**config.mk**
```make
export PLATFORM = sky130hd
export DESIGN_NAME = bsr_cmp
export DESIGN_NICKNAME = d
export VERILOG_FILES = /design/src/sv/bsr_pkg.sv /design/src/sv/bsr_cmp.sv
export SDC_FILE = /design/constraint.sdc
export NUM_CORES = 1
export LEC_CHECK = 0
export ABC_AREA = 1
export BUFFER_PORTS_ARGS = -buffer_cell sky130_fd_sc_hd__buf_2
export CAP_MARGIN = 10
export CORE_MARGIN = 2
export CORE_UTILIZATION = 65
export DETAILED_ROUTE_END_ITERATION = 7
export PLACE_DENSITY = 0.84
export SLEW_MARGIN = 30
export SYNTH_ARGS = -nofsm -noshare
export SYNTH_HDL_FRONTEND = slang
export SYNTH_SLANG_ARGS = --single-unit
```
**constraint.sdc**
```tcl
create_clock -name vclk -period 18.68
set_input_delay 0 -clock vclk [all_inputs]
set_output_delay 0 -clock vclk [all_outputs]
set_load 0.05 [all_outputs]
```
**src/sv/bsr_pkg.sv**
```systemverilog
package bsr_pkg;
   localparam int DefMaxVars  = 64;
   localparam int DefMaxWords = 1024;
   localparam int CntW        = 17;
   localparam int IdW         = 16;
   localparam int ModeW       = 2;
   localparam logic [ModeW-1:0] ModeConf    = 2'd0;
   localparam logic [ModeW-1:0] ModeSupport = 2'd1;

   // per-row entry of the ranking table
   typedef struct packed {
      logic [IdW-1:0]  id;
      logic [CntW-1:0] shared;
      logic [CntW-1:0] ones;
   } entry_type;

   // saturating counter add
   function automatic logic [CntW-1:0] sat_add(input logic [CntW-1:0] a,
                                               input logic [6:0] b,
                                               input logic [CntW:0] cap);
      logic [CntW:0] s;
      s = {1'b0, a} + {{(CntW-6){1'b0}}, b};
      sat_add = (s > cap) ? cap[CntW-1:0] : s[CntW-1:0];
   endfunction
endpackage

```
**src/sv/bsr_cmp.sv**
```systemverilog
// shared compare unit: does a score strictly beat b score
module bsr_cmp
   import bsr_pkg::*;
(
   input  logic [ModeW-1:0] mode,
   input  logic [CntW-1:0]  target_cnt,
   input  entry_type        a,
   input  entry_type        b,
   output logic             beats
);
   logic [CntW-1:0] da, db, na, nb;
   logic [2*CntW-1:0] lhs, rhs;

   always_comb begin
      if (mode == ModeConf) begin
         da = a.ones;
         db = b.ones;
      end else if (mode == ModeSupport) begin
         da = target_cnt;
         db = target_cnt;
      end else begin
         da = CntW'(1);
         db = CntW'(1);
      end
      na = a.shared;
      nb = b.shared;
      if (da == '0) begin
         na = '0;
         da = CntW'(1);
      end
      if (db == '0) begin
         nb = '0;
         db = CntW'(1);
      end
      lhs   = na * db;
      rhs   = nb * da;
      beats = lhs > rhs;
   end
endmodule
```
After elaboration in Yosys (flattened, before gate mapping) --
Index checks and enable logic that the tools add are counted.
Operators by class: shift operators 0, reductions and logical operators 3, equality and inequality tests 1, div/mod/pow operators 0, add/subtract/negate cells 0, order comparisons 1, multiply operators 2, multiplexer cells 7, bitwise operators 0
Operator list (number):
- $mux W17 | 7
- $mul A17 B17 Y34 | 2
- $gt A34 B34 Y1 | 1
- $logic_not A17 Y1 | 2
- $eq A2 B1 Y1 const B | 1
- $logic_not A2 Y1 | 1
Word-level totals: input bits 119, memories 0, latch bits 0, bits in writable memories 0, logic and storage cells 14, output and inout port bits 1, memory bits (read-only) 0, bits in registers 0

Logic depth before layout (Yosys ltp) --
word-level depth 7, depth in mapped cells 47, gate-level depth less buffers 44

Least setup slack after synthesis --
Ideal clock, no wire load.
path type input port to output port, start point input mode[0], end point output beats, path slack 11370 ps, required time 18680 ps, path buffers 4, stages on the path 42, arrival 7310 ps, cell sequence buf_4 inv_2 nand2_2 buf_6 o21ai_1 inv_2 nand2_1 nor2_1 nand2_2 buf_6 nand2_4 inv_2 buf_6 nand2_1 fa_1 inv_1 fa_1 inv_1 [6 not listed] inv_1 ha_1 nand2_1 nor2_1 nor3b_1 nand2_1 nand2_1 nand2_1 nand3b_1 nand2_1 ha_1 nand2_1 nor2_1 and2_1 nand3_1 nor2_1 nor2_1 a21oi_1
On the way: cells in the longest elaborated chain, start to end 7, elaborated cells between the ends (all ways) 14, those cells by class 2 x mul; 1 x order compare; 1 x eq/ne; 7 x mux; 3 x reduce/logical
Ends and longest elaborated chain:
- from (decl) | RTL line bsr_cmp.sv:5 | input logic [ModeW-1:0] mode,
- $eq A2 B1 Y1 | RTL line bsr_cmp.sv:18 | end else if (mode == ModeSupport) begin
- $mux W17 | RTL line bsr_cmp.sv:18
- $mux W17 | RTL line bsr_cmp.sv:15 | if (mode == ModeConf) begin
- $logic_not A17 Y1, on equally long branches | RTL line bsr_cmp.sv:27, bsr_cmp.sv:31
- $mux W17, on equally long branches | RTL line bsr_cmp.sv:27, bsr_cmp.sv:31
- $mul A17 B17 Y34, on equally long branches | RTL line bsr_cmp.sv:35, bsr_cmp.sv:36
- $gt A34 B34 Y1 * | RTL line bsr_cmp.sv:37 | beats = lhs > rhs;
- to (decl) | RTL line bsr_cmp.sv:9 | output logic beats
Every way passes the cells marked *; elsewhere a longest branch is shown, timed or not.

Final worst setup path --
start point input mode[1], end point output beats
Same word-level chain as after synthesis.

==> summary.md <==
| Metric | Value |
|---|---|
| Status | complete, no violations |
| Port Buffers | 88 |
| Vias | 19,200 |
| Nets | 3,832 |
| Seq/Total Area, Yosys | 0% |
| Pin count of the biggest net entering global routing | 44 |
| Antenna viol nets, final | 0 |
| Ratio of cells with drive above 1 in the final layout | 5.34% |
| Via density | 5.57 |
| Row count | 66 |
| Post-Layout Inst Area | 22,300 um^2 |
| Most common cell on crit path | nand2_1 |
| Crit path DAT | 9820 ps |
| DR iter-0 viols | 1,594 |
| Avg Cell Area, Syn | 7.25 um^2 |
| Diode count | 0 |
| Util after Layout | 68.1% |
| Crit path time final | 9820 ps |
| Antenna violations before repair | 0 |
| Max VDD drop | 0.220 mV |
| Sequential cell count | 0 |
| Starting Density | 66.3% |
| Slowest stage delay, CP | 690 ps |
| Flop pwr share | 0% |
| CP max-delay cell | o21ai_2 |
| Final setup fails | 0 |
| GP Congestion | 0.982 |
| Count of boundary I/O pins | 120 |
| PwrDens | 167 nW/um^2 |
| Area grow syn2layout | 2.72% |
| Layout fillers | 2,913 |
| Die area | 34,800 um^2 |
| FMAX | 102 MHz |
| # clk buffers | 0 |
| Final Max Slew Viols | 0 |
| Period utilisation layout | 52.6% |
| Unique masters post-synth | 35 |
| Setup TNS | 0 ps |
| Clock power share | 0% |
| Core area | 32,700 um^2 |
| Global-route wire length before repair | 102,000 um |
| Total iterations of the first detailed-routing run | 6 |
| Syn nets | 3,810 |
| CTS resizes | 0 |
| Crit end category | output port |
| Worst min-delay path class | input port to output port |
| Final Hold Fails | 0 |
| Cell Area, Synth | 21,700 um^2 |
| CP top delay family | adder cells |
| Post-CTS setup repair buffer count | 0 |
| Worst Max-Slew Pin Slew | 1060 ps |
| WL/cell | 18.1 um |
| RSZ-0062 raised after global routing | false |
| Syn Inst Count | 2,993 |
| Dpl cell area | 22,300 um^2 |
| Switch share | 63.5% |
| Cell leakage power | 12.8 nW |
| Slew Limit Headroom | 29.0% |
| Die X | 187 um |
| Worst path required time | 18,680 ps |
| Vias in the first global route | 19,800 |
| Startpoint types | input port |
| Drt total wl | 62,400 um |
| Critical path peak fanout | 43 |
| Post-DP HPWL | 53,200 um |
| Crit path buf inv count | 10 |
| # hold bufs at CTS | 0 |
| DRC Markers | 0 |
| Internal power component | 1.36 mW |
| Grt ovf | 0 |
| Yosys warnings | 0 |
| Logic pwr share | 100.0% |
| All-Layer GR Usage | 37.2% |
| Max cap viols | 0 |
| CP Class | input port to output port |
| Die Ht | 187 um |
| Reg area | 0 um^2 |
| NetSw | 2.36 mW |
-- worst min-delay path, delay by kind of cell --
family	cells	cell delay, ps
simple gates	5	660
buf+inv	4	440
compound gates	2	210
fa+ha+maj	1	150
-- cell usage after synthesis (all sizes together) --
| cell | number | area share (%) |
|---|---|---|
| inv | 803 | 14 |
| nand2 | 760 | 14 |
| fa | 448 | 41 |
| nor2 | 353 | 6.2 |
| ha | 250 | 14 |
| nand3 | 128 | 3.0 |
| a21oi | 59 | 1.4 |
| buf | 43 | 1.6 |
| clkbuf | 32 | 0.55 |
| o21ai | 28 | 0.80 |
| xnor2 | 18 | 0.73 |
| xor2 | 17 | 0.69 |
| nand3b | 11 | 0.38 |
| o21bai | 10 | 0.35 |
| nand4 | 9 | 0.26 |
| nor3 | 8 | 0.18 |
| a21o | 4 | 0.14 |
| and2 | 4 | 0.12 |
| nor3b | 2 | 0.069 |
| o21a | 2 | 0.069 |
| a21boi | 1 | 0.035 |
| a31oi | 1 | 0.029 |
| nor4 | 1 | 0.029 |
| or2 | 1 | 0.029 |
-- kinds of logic (layout without fill, tap and decap cells) --
family / Yosys count / count (layout) / share of synthesized area [%]
xor+xnor: 35 / 35 / 1.41
compound gates: 105 / 105 / 2.78
buf+inv: 878 / 898 / 16.0
fa+ha+maj: 698 / 698 / 55.8
simple gates: 1277 / 1277 / 24.0
-- metrics by stage --
step / setup WS (ps) / std cells / hold WS, ps / power (mW)
after floorplan: 11370 / 2993 / 812 / 2.69
after global placement: 9390 / 3455 / 1410 / 3.52
after detailed placement: 9200 / 3455 / 1430 / 3.63
after CTS: 9180 / 3455 / 1440 / 3.66
after global routing: 8450 / 3455 / 1570 / 4.28
final: 8860 / 3455 / 1470 / 3.72
-- cell type report --
type	instances	area [um^2]	area share, %
inverters	803	3010	13.5
repair buffers	95	493	2.21
well taps	442	553	2.48
multi-input cells	2115	18200	81.8
-- worst paths after layout --
kind	from	end	cells past startpoint
hold / removal	a[0]	beats	12
setup / recovery	mode[1]	beats	39
-- placed cells by master (no fill, tap or decap), drive strengths merged, types with 2 or more instances in the layout --
cell,n
inv,803
nand2,760
fa,448
nor2,353
ha,250
nand3,128
buf,95
a21oi,59
o21ai,28
xnor2,18
xor2,17
nand3b,11
o21bai,10
nand4,9
nor3,8
and2,4
a21o,4
o21a,2
nor3b,2
-- per-layer routing --
layer	part of all wire, %	routed length, um	vias up	GRT usage (%)
met5	0	0	-	0
met4	3.0	1890	0	8.67
met3	15	9110	183	12.3
met2	43	26900	1132	56.6
met1	39	24500	9232	51.7
li1	-	-	8699	-
-- power by group through the flow --
stage	sequential [mW]	combinational (mW)	clock (mW)
floorplan	0	2.69	0
global placement	0	3.52	0
global route	0	4.28	0
finish	0	3.72	0
detailed placement	0	3.63	0
CTS	0	3.66	0
Power figures use the tool's default switching activity.
